File: src/hw/rtl/dca_pkg.sv
// Shared types and constants for the DMA channel allocator.
// No dependencies; imported by every module of the allocator.
package dca_pkg;

    localparam int CH_W             = 3;   // channel field width
    localparam int LIST_DEPTH       = 8;   // packet list entries per side
    localparam int CNT_W            = 4;   // holds 0..LIST_DEPTH
    localparam int CFG_IDX_W        = 4;
    localparam int CFG_DATA_W       = 4;
    localparam int MAX_CHANNELS_DEF = 8;
    localparam logic [CFG_DATA_W-1:0] CFG_COUNT_RESET = CFG_DATA_W'(2);

    localparam logic [CFG_IDX_W-1:0] CFG_PROD_COUNT = CFG_IDX_W'(0);
    localparam logic [CFG_IDX_W-1:0] CFG_CONS_COUNT = CFG_IDX_W'(1);

    localparam logic CMD_FIND   = 1'b0;
    localparam logic CMD_ASSIGN = 1'b1;

    localparam logic SIDE_PROD = 1'b0;
    localparam logic SIDE_CONS = 1'b1;

    localparam logic [1:0] MODE_CIRCUIT = 2'd0;
    localparam logic [1:0] MODE_FIRST   = 2'd1;
    localparam logic [1:0] MODE_RR      = 2'd2;
    localparam logic [1:0] MODE_UNUSED  = 2'd3;

    typedef enum logic [2:0] {
        S_IDLE,
        S_GATHER,
        S_DECIDE,
        S_PURGE,
        S_DONE
    } t_state;

    // Control for one packet list chain.
    typedef struct packed {
        logic            shift;   // rotate one entry toward the head
        logic            keep;    // re-insert the departing head at the tail
        logic            append;  // write data at the tail, grow by one
        logic [CH_W-1:0] data;
    } t_chain_ctl;

endpackage

File: src/hw/rtl/dca_cell.sv
// One packet list entry: holds a channel, takes its neighbor on shift.
// Depends on dca_pkg.
module dca_cell import dca_pkg::*; (
    input  logic            i_clk,
    input  logic            i_shift,
    input  logic [CH_W-1:0] i_nbr,
    input  logic            i_wr,
    input  logic [CH_W-1:0] i_wdata,
    output logic [CH_W-1:0] o_val
);

    logic [CH_W-1:0] r_val;
    logic [CH_W-1:0] n_val;

    always_comb begin
        n_val = r_val;
        if (i_wr) begin
            n_val = i_wdata;
        end else if (i_shift) begin
            n_val = i_nbr;
        end
    end

    always_ff @(posedge i_clk) begin
        r_val <= n_val;
    end

    assign o_val = r_val;

endmodule

File: src/hw/rtl/dca_chain.sv
// Packet list of one side: a row of dca_cell entries plus the fill count.
// Depends on dca_pkg and dca_cell.
module dca_chain import dca_pkg::*; (
    input  logic             i_clk,
    input  logic             i_rst_n,
    input  t_chain_ctl       i_ctl,
    output logic [CH_W-1:0]  o_head,
    output logic [CNT_W-1:0] o_count
);

    logic [CH_W-1:0]  w_val [LIST_DEPTH];
    logic [CNT_W-1:0] r_count;
    logic [CNT_W-1:0] n_count;
    logic             w_room;

    assign w_room = (r_count < CNT_W'(LIST_DEPTH));

    always_comb begin
        n_count = r_count;
        if (i_ctl.shift && !i_ctl.keep) begin
            n_count = r_count - CNT_W'(1);
        end else if (i_ctl.append && w_room) begin
            n_count = r_count + CNT_W'(1);
        end
    end

    always_ff @(posedge i_clk) begin
        if (!i_rst_n) begin
            r_count <= '0;
        end else begin
            r_count <= n_count;
        end
    end

    for (genvar g = 0; g < LIST_DEPTH; g++) begin : g_cell
        logic            w_wr;
        logic [CH_W-1:0] w_nbr;
        logic [CH_W-1:0] w_wdata;

        // head re-enters at the last occupied slot; append lands just past it
        assign w_wr = (i_ctl.shift && i_ctl.keep && (CNT_W'(g) == r_count - CNT_W'(1)))
                   || (i_ctl.append && w_room && (CNT_W'(g) == r_count));
        assign w_wdata = i_ctl.shift ? w_val[0] : i_ctl.data;

        if (g == LIST_DEPTH - 1) begin : g_last
            assign w_nbr = w_val[g];
        end else begin : g_mid
            assign w_nbr = w_val[g+1];
        end

        dca_cell u_cell (
            .i_clk   (i_clk),
            .i_shift (i_ctl.shift),
            .i_nbr   (w_nbr),
            .i_wr    (w_wr),
            .i_wdata (w_wdata),
            .o_val   (w_val[g])
        );
    end

    assign o_head  = w_val[0];
    assign o_count = r_count;

endmodule

File: src/hw/rtl/dma_channel_allocator_lru_top.sv
// DMA channel allocator, producer and consumer sides, first fit with LRU round robin.
// Unused mode goes straight to the result; other modes first rotate the list once;
// round robin, on a hit, then purges the chosen channel and appends it at the tail.
// One request in flight, paced by the list rotation; next beat taken the cycle after load.
// Reset (synchronous, i_rst_n low): masks and list counts zero, counts registers 2.
// Depends on dca_pkg, dca_chain, dca_cell.
module dma_channel_allocator_lru_top import dca_pkg::*; #(
    parameter int MAX_CHANNELS = MAX_CHANNELS_DEF
) (
    input  logic                  i_clk,
    input  logic                  i_rst_n,
    // request channel
    input  logic                  i_in_valid,
    output logic                  o_in_ready,
    input  logic                  i_command,
    input  logic                  i_side,
    input  logic [1:0]            i_mode,
    input  logic [CH_W-1:0]       i_given_channel,
    // result channel
    output logic                  o_out_valid,
    input  logic                  i_out_ready,
    output logic                  o_found,
    output logic [CH_W-1:0]       o_chosen_channel,
    // configuration write channel
    input  logic                  i_cfg_valid,
    output logic                  o_cfg_ready,
    input  logic [CFG_IDX_W-1:0]  i_cfg_index,
    input  logic [CFG_DATA_W-1:0] i_cfg_data
);

    localparam int NCH = 1 << CH_W;   // channels the 3-bit field can name

    // ---------------- configuration registers ----------------
    logic [CFG_DATA_W-1:0] r_prod_cnt;
    logic [CFG_DATA_W-1:0] r_cons_cnt;

    assign o_cfg_ready = 1'b1;

    always_ff @(posedge i_clk) begin
        if (!i_rst_n) begin
            r_prod_cnt <= CFG_COUNT_RESET;
            r_cons_cnt <= CFG_COUNT_RESET;
        end else if (i_cfg_valid) begin
            if (i_cfg_index == CFG_PROD_COUNT) begin
                r_prod_cnt <= i_cfg_data;
            end else if (i_cfg_index == CFG_CONS_COUNT) begin
                r_cons_cnt <= i_cfg_data;
            end
        end
    end

    // ---------------- state ----------------
    t_state           r_state, n_state;
    logic             r_cmd, r_side;
    logic [1:0]       r_mode;
    logic [CH_W-1:0]  r_given;
    logic [CH_W-1:0]  r_ch,    n_ch;      // channel being recorded
    logic [NCH-1:0]   r_bits,  n_bits;    // channels held in the packet list
    logic [CNT_W-1:0] r_left,  n_left;    // entries still to rotate this pass
    logic             r_found, n_found;   // pending result
    logic [NCH-1:0]   r_pmask, n_pmask;
    logic [NCH-1:0]   r_cmask, n_cmask;
    logic             r_out_valid, n_out_valid;
    logic             r_res_found, n_res_found;
    logic [CH_W-1:0]  r_res_ch,    n_res_ch;

    // ---------------- packet list chains ----------------
    t_chain_ctl       w_ctl, w_ctl_p, w_ctl_c;
    logic [CH_W-1:0]  w_head_p, w_head_c, w_head;
    logic [CNT_W-1:0] w_cnt_p, w_cnt_c, w_cnt;

    assign w_ctl_p = (r_side == SIDE_PROD) ? w_ctl : '0;
    assign w_ctl_c = (r_side == SIDE_CONS) ? w_ctl : '0;

    dca_chain u_chain_p (
        .i_clk   (i_clk),
        .i_rst_n (i_rst_n),
        .i_ctl   (w_ctl_p),
        .o_head  (w_head_p),
        .o_count (w_cnt_p)
    );

    dca_chain u_chain_c (
        .i_clk   (i_clk),
        .i_rst_n (i_rst_n),
        .i_ctl   (w_ctl_c),
        .o_head  (w_head_c),
        .o_count (w_cnt_c)
    );

    // Side-selected views; r_side is stable from accept to done.
    logic [CNT_W-1:0] w_cnt_in;
    logic [NCH-1:0]   w_mask;
    logic [CFG_DATA_W-1:0] w_limit_raw;

    assign w_head      = r_side ? w_head_c : w_head_p;
    assign w_cnt       = r_side ? w_cnt_c  : w_cnt_p;
    assign w_cnt_in    = i_side ? w_cnt_c  : w_cnt_p;
    assign w_mask      = r_side ? r_cmask  : r_pmask;
    assign w_limit_raw = r_side ? r_cons_cnt : r_prod_cnt;

    // ---------------- channel choice (used in S_DECIDE) ----------------
    logic [NCH-1:0]  w_excl;
    logic            w_free_hit;
    logic [CH_W-1:0] w_free_ch;
    logic            w_sel_found;
    logic [CH_W-1:0] w_sel_ch;

    always_comb begin
        w_excl = w_mask | ((r_mode != MODE_FIRST) ? r_bits : '0);
        w_free_hit = 1'b0;
        w_free_ch  = '0;
        // scan high to low so the lowest eligible channel wins
        for (int i = NCH - 1; i >= 0; i--) begin
            if ((i < int'(w_limit_raw)) && (i < MAX_CHANNELS) && !w_excl[i]) begin
                w_free_hit = 1'b1;
                w_free_ch  = CH_W'(i);
            end
        end
        if (r_cmd == CMD_ASSIGN) begin
            w_sel_found = 1'b1;
            w_sel_ch    = r_given;
        end else if (w_free_hit) begin
            w_sel_found = 1'b1;
            w_sel_ch    = w_free_ch;
        end else if ((r_mode == MODE_RR) && (w_cnt != '0)) begin
            // nothing free: reuse the oldest packet channel
            w_sel_found = 1'b1;
            w_sel_ch    = w_head;
        end else begin
            w_sel_found = 1'b0;
            w_sel_ch    = '0;
        end
    end

    // ---------------- sequencer ----------------
    logic w_in_acc;
    logic w_load;

    assign o_in_ready = (r_state == S_IDLE);
    assign w_in_acc   = i_in_valid && o_in_ready;

    always_comb begin
        n_state     = r_state;
        n_ch        = r_ch;
        n_bits      = r_bits;
        n_left      = r_left;
        n_found     = r_found;
        n_pmask     = r_pmask;
        n_cmask     = r_cmask;
        w_ctl       = '0;
        w_load      = 1'b0;

        unique case (r_state)
            S_IDLE: begin
                if (w_in_acc) begin
                    n_bits  = '0;
                    n_left  = w_cnt_in;
                    n_found = 1'b0;
                    n_ch    = '0;
                    n_state = (i_mode == MODE_UNUSED) ? S_DONE : S_GATHER;
                end
            end
            S_GATHER: begin
                // full rotation collects list membership and restores order
                if (r_left != '0) begin
                    w_ctl.shift = 1'b1;
                    w_ctl.keep  = 1'b1;
                    n_bits      = r_bits | (NCH'(1) << w_head);
                    n_left      = r_left - CNT_W'(1);
                end else begin
                    n_state = S_DECIDE;
                end
            end
            S_DECIDE: begin
                n_found = w_sel_found;
                n_ch    = w_sel_found ? w_sel_ch : '0;
                n_state = S_DONE;
                if (w_sel_found) begin
                    unique case (r_mode)
                        MODE_CIRCUIT: begin
                            if (r_side == SIDE_CONS) begin
                                n_cmask = r_cmask | (NCH'(1) << w_sel_ch);
                            end else begin
                                n_pmask = r_pmask | (NCH'(1) << w_sel_ch);
                            end
                        end
                        MODE_FIRST: begin
                            w_ctl.append = !r_bits[w_sel_ch];
                            w_ctl.data   = w_sel_ch;
                        end
                        MODE_RR: begin
                            n_left  = w_cnt;
                            n_state = S_PURGE;
                        end
                        default: begin
                            n_found = 1'b0;
                            n_ch    = '0;
                        end
                    endcase
                end
            end
            S_PURGE: begin
                // drop the chosen channel wherever it sits, then append it
                if (r_left != '0) begin
                    w_ctl.shift = 1'b1;
                    w_ctl.keep  = (w_head != r_ch);
                    n_left      = r_left - CNT_W'(1);
                end else begin
                    w_ctl.append = 1'b1;
                    w_ctl.data   = r_ch;
                    n_state      = S_DONE;
                end
            end
            S_DONE: begin
                if (!r_out_valid || i_out_ready) begin
                    w_load  = 1'b1;
                    n_state = S_IDLE;
                end
            end
            default: begin
                n_state = S_IDLE;
            end
        endcase
    end

    // output register: holds a finished beat until taken
    always_comb begin
        n_out_valid = r_out_valid && !i_out_ready;
        n_res_found = r_res_found;
        n_res_ch    = r_res_ch;
        if (w_load) begin
            n_out_valid = 1'b1;
            n_res_found = r_found;
            n_res_ch    = r_ch;
        end
    end

    always_ff @(posedge i_clk) begin
        if (!i_rst_n) begin
            r_state     <= S_IDLE;
            r_pmask     <= '0;
            r_cmask     <= '0;
            r_out_valid <= 1'b0;
        end else begin
            r_state     <= n_state;
            r_pmask     <= n_pmask;
            r_cmask     <= n_cmask;
            r_out_valid <= n_out_valid;
        end
    end

    always_ff @(posedge i_clk) begin
        if (w_in_acc) begin
            r_cmd   <= i_command;
            r_side  <= i_side;
            r_mode  <= i_mode;
            r_given <= i_given_channel;
        end
        r_ch        <= n_ch;
        r_bits      <= n_bits;
        r_left      <= n_left;
        r_found     <= n_found;
        r_res_found <= n_res_found;
        r_res_ch    <= n_res_ch;
    end

    assign o_out_valid      = r_out_valid;
    assign o_found          = r_res_found;
    assign o_chosen_channel = r_res_ch;

    // ---------------- assertions ----------------
    a_accept_leaves_idle: assert property (@(posedge i_clk) disable iff (!i_rst_n)
        w_in_acc |=> (r_state != S_IDLE))
        else $error("request beat accepted but sequencer stayed idle");

    a_mask_only_in_decide: assert property (@(posedge i_clk) disable iff (!i_rst_n)
        (r_state != S_DECIDE) |=> ($stable(r_pmask) && $stable(r_cmask)))
        else $error("circuit mask changed outside the decide step");

    a_list_bounded: assert property (@(posedge i_clk) disable iff (!i_rst_n)
        (w_cnt_p <= CNT_W'(LIST_DEPTH)) && (w_cnt_c <= CNT_W'(LIST_DEPTH)))
        else $error("packet list count beyond list depth");

    a_none_found_zero: assert property (@(posedge i_clk) disable iff (!i_rst_n)
        w_load |=> (o_found || (o_chosen_channel == '0)))
        else $error("result without a channel carries a nonzero channel");

    a_idle_chain_quiet: assert property (@(posedge i_clk) disable iff (!i_rst_n)
        (r_state == S_IDLE) |-> (!w_ctl.shift && !w_ctl.append))
        else $error("packet list moved while idle");

endmodule

File: config.mk
export PLATFORM = sky130hd
export DESIGN_NAME = dma_channel_allocator_lru_top
export DESIGN_NICKNAME = d
export VERILOG_FILES = /design/src/hw/rtl/dca_pkg.sv /design/src/hw/rtl/dca_cell.sv /design/src/hw/rtl/dca_chain.sv /design/src/hw/rtl/dma_channel_allocator_lru_top.sv
export SDC_FILE = /design/constraint.sdc
export NUM_CORES = 1
export LEC_CHECK = 0
export CAP_MARGIN = 40
export CORE_MARGIN = 3
export CORE_UTILIZATION = 44
export DETAILED_ROUTE_END_ITERATION = 6
export DONT_BUFFER_PORTS = 1
export GPL_TIMING_DRIVEN = 1
export HOLD_SLACK_MARGIN = 0.03
export MAX_ROUTING_LAYER = met4
export PLACE_DENSITY = 0.64
export SYNTH_ARGS = -nofsm -noshare
export SYNTH_HDL_FRONTEND = slang
export SYNTH_SLANG_ARGS = --single-unit
export TNS_END_PERCENT = 50
File: constraint.sdc
create_clock -name i_clk -period 8.76 [get_ports i_clk]
set_clock_uncertainty 0.2 [all_clocks]
set_input_delay 0 -clock i_clk [delete_from_list [all_inputs] [get_ports i_clk]]
set_output_delay 0 -clock i_clk [all_outputs]
set_load 0.01 [all_outputs]
==> results_dict.tcl, run 1 <==
set metrics [dict create \
    status "complete, no violations" \
    final-hold-violation-count 0 \
    irDropWorstVdd_mv 0.1007 \
    drtAntennaViolNets 0 \
    die_w_um 125.5 \
    place.detailed.hpwl_mm 10.58 \
    path_clk_slew_ns 0.07 \
    p_leak_nw 2.405 \
    maxCapViolCount 0 \
    synth_edf_count 75 \
    grt_pass1_wl_mm 23.66 \
    arrival_ns 4.76 \
    rr_worst_depth 12 \
    synth_nets 664 \
    reg2reg_setup_slack_ns 3.81 \
    first_iter_violations 461 \
    ys_warn_count 0 \
    clk_latency_ns 0.36 \
    cp_max_fo 35 \
    post-route-period-util 0.5648 \
    pre_cts_ws_ns 3.903 \
    post-cts-setup-buffers 0 \
    internal_power_w 0.001069 \
    io_buffers 0 \
    clock_path_buffers 2 \
    cts_made_buffers 9 \
    r2r-end "u_chain_p.g_cell[6].u_cell.o_val[1]" \
    grt_max_degree 36 \
    critPathRequiredTime_ns 8.57 \
    start_kind "flip-flop" \
    whs_endpoint "r_given[1]" \
    cts_resized 0 \
    drt-vias-per-instance 5.787 \
    cts_hold_buf 23 \
    hold_slack_ns 0.07813 \
    worstMarginPinSlew_ns 0.8563 \
    synth_area_um2 6287 \
    p_switching_w 0.0005492 \
    fillCellCount 1250 \
    hold_start "i_given_channel[1]" \
    swShare 0.3393 \
    synth_cell_types 74 \
    final_nets 676 \
    htree_num_levels 3 \
    synthTopCellsByArea "edfxtp_1, dfxtp_1, mux2_2" \
    grt_use_total 0.1939 \
    grt_overflow 0 \
    avgSynthCellArea_um2 9.980 \
    synth_top_cell_by_area "edfxtp_1" \
    die_area_um2 15760 \
    drive_gt1_frac 0.1391 \
    multi_input_area_um2 3113 \
    cts_num_sinks 111 \
    setup_viol 0 \
    routabilityCongestion 0.9540 \
    fin_crit_ns 4.948 \
    synth_most_common_cell "nor2_1" \
    layout_setup_ws_ns 3.812 \
    firstDrtPassIters 5 \
    setup_tns_ns 0 \
    regArea_um2 2973 \
    synth_top_area_share 0.3582 \
    synthFlopType "edfxtp_1" \
    r2r_start "r_side" \
    num_vias 4792 \
    postSynthCellCount 630 \
    root_buffer "clkbuf_16" \
    grt_pass1_vias 4697 \
    yosysSeqAreaShare 0.4728 \
    grt_setup_unrepaired "false" \
    async_flop_share 0 \
    max_freq_ghz 0.2021 \
    p_comb_frac 0.271 \
    initial_core_util 0.4512 \
    route.detailed.drc 0 \
    end_kind "flip-flop" \
    rows 43 \
    hold_depth 1 \
    slew_viol_final 0 \
    seqPwrFrac 0.473 \
    crit_type "flip-flop to flip-flop" \
    synthTopCellsByCount "nor2_1, edfxtp_1, nand2_1, mux2_2, dfxtp_1" \
    hp-class "primary input to flip-flop" \
    wirelength_mm 14.63 \
    tritoncts "done" \
    routedWlPerCell_um 17.67 \
    ys_ff_latch 111 \
    clkPwrFrac 0.256 \
    chipHeight_um 125.5 \
    power_w 0.001619 \
    area_delta_synth_final_pct 10.35 \
    ioPinCount 27 \
    power_density_nw_per_um2 233.3 \
    antenna_found_initial 1 \
    relSlewSlack 0.4256 \
    core_um2 13930 \
]
[worst max-delay path by stage]
stage	from	to	slack, ns
2_1_floorplan	r_mode[1]	u_chain_c.g_cell[2].u_cell.o_val[0]	5.09
3_3_place_gp	r_side	u_chain_p.g_cell[2].u_cell.o_val[0]	4.11
3_5_place_dp	r_side	u_chain_p.g_cell[6].u_cell.o_val[1]	3.90
4_1_cts	r_side	u_chain_p.g_cell[6].u_cell.o_val[1]	3.88
5_1_grt	r_side	u_chain_p.g_cell[6].u_cell.o_val[1]	3.47
6_report	r_side	u_chain_p.g_cell[6].u_cell.o_val[1]	3.81
[power by group through the flow]
| stage | logic [W] | clock network, W | registers (W) |
|---|---|---|---|
| floorplan | 0.000354 | 0 | 0.000726 |
| global placement | 0.000415 | 0 | 0.000773 |
| detailed placement | 0.000424 | 0 | 0.000773 |
| CTS | 0.000436 | 0.000426 | 0.000763 |
| global route | 0.000488 | 0.000447 | 0.000772 |
| finish | 0.000438 | 0.000415 | 0.000765 |
[cells by family after synthesis]
group,count (synthesis),share of synthesized area
xor gates and xnor gates,11,0.01532
and+or+nand+nor,266,0.2036
other,1,0.0005964
AOI/OAI and AO/OA,123,0.1439
DFF,111,0.4728
adders and majority gates,14,0.02786
muxes,60,0.1039
buffers and inverters,44,0.03204
[placed cells by master (no fill, tap or decap), types with 4 or more instances in the layout]
cell           netlist  layout
ha_1                14      14
or2_2                5       5
a221oi_1             5       5
inv_1               15      15
mux2_2              41      41
nor4_1               7       7
a31oi_1              4       4
xnor2_1              9       9
o31a_1               4       4
clkbuf_16            0       9
nand2_1             63      63
nor2b_1             15      15
nand3_1             19      19
dlygate4sd3_1        0      23
o21ai_1              4       4
o21ai_2             10      10
a21oi_1             27      27
edfxtp_1            75      75
o21a_1               5       5
o211ai_1             4       4
dfxtp_1             36      36
nand2b_1            10      10
nor2_1              93      93
and2_1               5       5
nor3_1              16      16
o21ai_0             18      18
and3_1               5       5
a21o_1               4       4
nand4_1              7       7
nor3b_1              4       4
a22oi_1              4       4
mux2i_1             18      18
[metal layers]
metal / wire length, µm / track usage / vias up
li1: - / - / 2327
met1: 6330 / 0.2375 / 2285
met2: 7125 / 0.3103 / 143
met3: 748 / 0.04058 / 37
met4: 425 / 0.08482 / 0
met5: 0 / - / -
[critical path, cell delays in order (launching register included)]
cell and delay [ns]:
edfxtp_1 0.84, buf_4 0.46, nor2b_1 0.08, a221oi_1 0.43
o21ai_1 0.17, and4b_4 0.26, nor3b_1 0.17, a221oi_4 0.47
o211ai_1 0.20, a21boi_2 0.35, or3_1 0.36, nand2_1 0.16
o21ai_0 0.44
[state kept, by name, indices dropped and copies added (netlist names), 4 cells and up]
| signal | cells |
|---|---|
| u_chain_p.o_count | 4 |
| r_prod_cnt | 4 |
| u_chain_p.g_cell.u_cell.o_val | 24 |
| u_chain_c.g_cell.u_cell.o_val | 24 |
| r_pmask | 8 |
| r_left | 4 |
| r_cons_cnt | 4 |
| u_chain_c.o_count | 4 |
| r_bits | 8 |
| r_cmask | 8 |
[layout make-up]
cell class / instances / area share
multi-input combinational: 475 / 0.4487
clock buffer: 11 / 0.03499
timing repair buffer: 28 / 0.03769
clock inverter: 5 / 0.008115
sequential: 111 / 0.4285
tap: 180 / 0.03246
antenna: 1 / 0.0003607
inverter: 17 / 0.009197
[metrics by stage]
| step | instance area (µm²) | std cells | util |
|---|---|---|---|
| after floorplan | 6287 | 630 | - |
| after global placement | 6397 | 786 | 0.4591 |
| after detailed placement | 6406 | 788 | 0.4597 |
| after CTS | 6935 | 827 | 0.4977 |
| after global routing | 6938 | 828 | 0.4979 |
| final | 6938 | 828 | 0.4979 |
(Power assumes the default switching activity.)
==> run 2: changes to the inputs <==
==> constraint.sdc (replaced) <==
create_clock -name i_clk -period 4.75 [get_ports i_clk]
set_clock_uncertainty 0.2 [all_clocks]
set_input_delay 0 -clock i_clk [delete_from_list [all_inputs] [get_ports i_clk]]
set_output_delay 0 -clock i_clk [all_outputs]
set_load 0.01 [all_outputs]
==> results_dict.tcl, run 2 (synthesis gave the netlist of run 1 again) <==
set metrics [dict create \
    irDropWorstVdd_mv 0.2340 \
    grt_pass1_wl_mm 23.83 \
    whs_endpoint "r_given[1]" \
    pre_cts_ws_ns 0.3721 \
    rows 43 \
    final_nets 683 \
    grt_setup_unrepaired "false" \
    drive_gt1_frac 0.1514 \
    crit_type "flip-flop to flip-flop" \
    postPlaceCellArea_um2 6459 \
    relSlewSlack 0.4266 \
    fin_crit_ns 4.375 \
    drt-vias-per-instance 5.800 \
    routabilityCongestion 0.9180 \
    grt_overflow 0 \
    route.detailed.drc 0 \
    rr_worst_depth 12 \
    die_w_um 125.5 \
    reg2reg_setup_slack_ns 0.37 \
    end_kind "flip-flop" \
    final_cell_mix "nor2_1, edfxtp_1, nand2_1" \
    io_buffers 0 \
    worstMarginPinSlew_ns 0.8569 \
    grt_use_total 0.1947 \
    power_density_nw_per_um2 430.8 \
    grt_max_degree 29 \
    start_kind "flip-flop" \
    htree_num_levels 3 \
    num_vias 4843 \
    drtAntennaViolNets 0 \
    ioPinCount 27 \
    arrival_ns 4.29 \
    wirelength_mm 14.61 \
    grt_pass1_vias 4701 \
    r2r-end "u_chain_p.g_cell[4].u_cell.o_val[2]" \
    setup_viol 0 \
    clk_latency_ns 0.36 \
    core_um2 13930 \
    initial_core_util 0.4512 \
    layout_setup_ws_ns 0.3750 \
    place.detailed.hpwl_mm 10.80 \
    hold_start "i_given_channel[1]" \
    chipHeight_um 125.5 \
    status "complete, no violations" \
    hp-class "primary input to flip-flop" \
    first_iter_violations 395 \
    fin_area_um2 7004 \
    layout_commonest_cell "nor2_1" \
    firstDrtPassIters 5 \
    cp_max_fo 11 \
    root_buffer "clkbuf_16" \
    path_clk_slew_ns 0.08 \
    cts_num_sinks 111 \
    hold_depth 1 \
    maxCapViolCount 0 \
    routedWlPerCell_um 17.50 \
    final-hold-violation-count 0 \
    setup_tns_ns 0 \
    slew_viol_final 0 \
    max_freq_ghz 0.2286 \
    power_w 0.003017 \
    post-route-period-util 0.9211 \
    area_delta_synth_final_pct 11.40 \
    critPathRequiredTime_ns 4.66 \
    fillCellCount 1258 \
    r2r_start "r_mode[1]" \
    p_leak_nw 2.443 \
    clock_path_buffers 2 \
    die_area_um2 15760 \
    hold_slack_ns 0.07661 \
    antenna_found_initial 1 \
    cts_made_buffers 9 \
    tritoncts "done" \
]
[run 2: cell types whose count changed in the layout (fill, tap and decap cells not counted), sizes merged]
| cell | before | now |
|---|---|---|
| clkinv | 4 | 5 |
| dlygate4sd3 | 23 | 22 |
| buf | 5 | 13 |
| inv | 16 | 18 |
| clkbuf | 11 | 9 |
| clkinvlp | 1 | 0 |
[run 2: per-layer routing]
layer / vias to the layer above / part of all wire / track usage
met5: - / 0 / -
met4: 0 / 0.028 / 0.06314
met3: 31 / 0.040 / 0.04357
met2: 120 / 0.50 / 0.3266
met1: 2352 / 0.43 / 0.2332
li1: 2340 / - / -
[run 2: worst max-delay path by stage]
stage,start,endpoint,slack (ns),cells past startpoint
after floorplan,r_mode[1],u_chain_c.g_cell[2].u_cell.o_val[0],1.08,13
after detailed placement,r_side,u_chain_p.g_cell[4].u_cell.o_val[2],0.37,12
final,r_mode[1],u_chain_p.g_cell[4].u_cell.o_val[2],0.37,12
after global routing,r_mode[1],u_chain_c.g_cell[2].u_cell.o_val[1],0.05,12
after global placement,r_side,u_chain_p.g_cell[5].u_cell.o_val[1],0.48,12
after CTS,r_side,u_chain_p.g_cell[0].u_cell.o_val[2],0.36,12
[run 2: through the flow]
| stage | utilization | cells |
|---|---|---|
| 6_report | 0.5026 | 835 |
| 4_1_cts | 0.5019 | 833 |
| 2_1_floorplan | - | 630 |
| 3_5_place_dp | 0.4635 | 795 |
| 3_3_place_gp | 0.4629 | 793 |
| 5_1_grt | 0.5026 | 835 |
[run 2: power by group]
group / internal (W) / switching (W)
Clock: 0.000421 / 0.000361
Combinational: 0.000301 / 0.000531
Sequential: 0.00126 / 0.000146
[run 2: worst max-delay path, stage by stage, from the launching register on]
cell      delay [ns]
edfxtp_1        0.47
nand2b_1        0.40
a221oi_1        0.54
o21ai_1         0.16
and4b_4         0.26
nor3b_1         0.16
a221oi_4        0.44
a211o_1         0.17
a21oi_2         0.10
nor3_2          0.53
buf_4           0.29
o21ai_2         0.10
mux2_2          0.29
[run 2: final cells by class]
cell class	count	area [µm²]	area share
repair buffers	35	311.5	0.04448
inverters	17	63.81	0.009110
clock inverters	7	90.09	0.01286
multi-input cells	475	3113	0.4444
clock buffers	9	225.2	0.03215
well taps	180	225.2	0.03215
flip-flops and latches	111	2973	0.4244
diodes	1	2.502	0.0003573
[run 2: repair_timing]
item | in CTS | in global routing
setup endpoints to repair | 0 | 19
hold buffers | 22 | 0
gates resized for setup | 0 | 0
hold endpoints to repair | 63 | 0
buffers inserted | 0 | 1
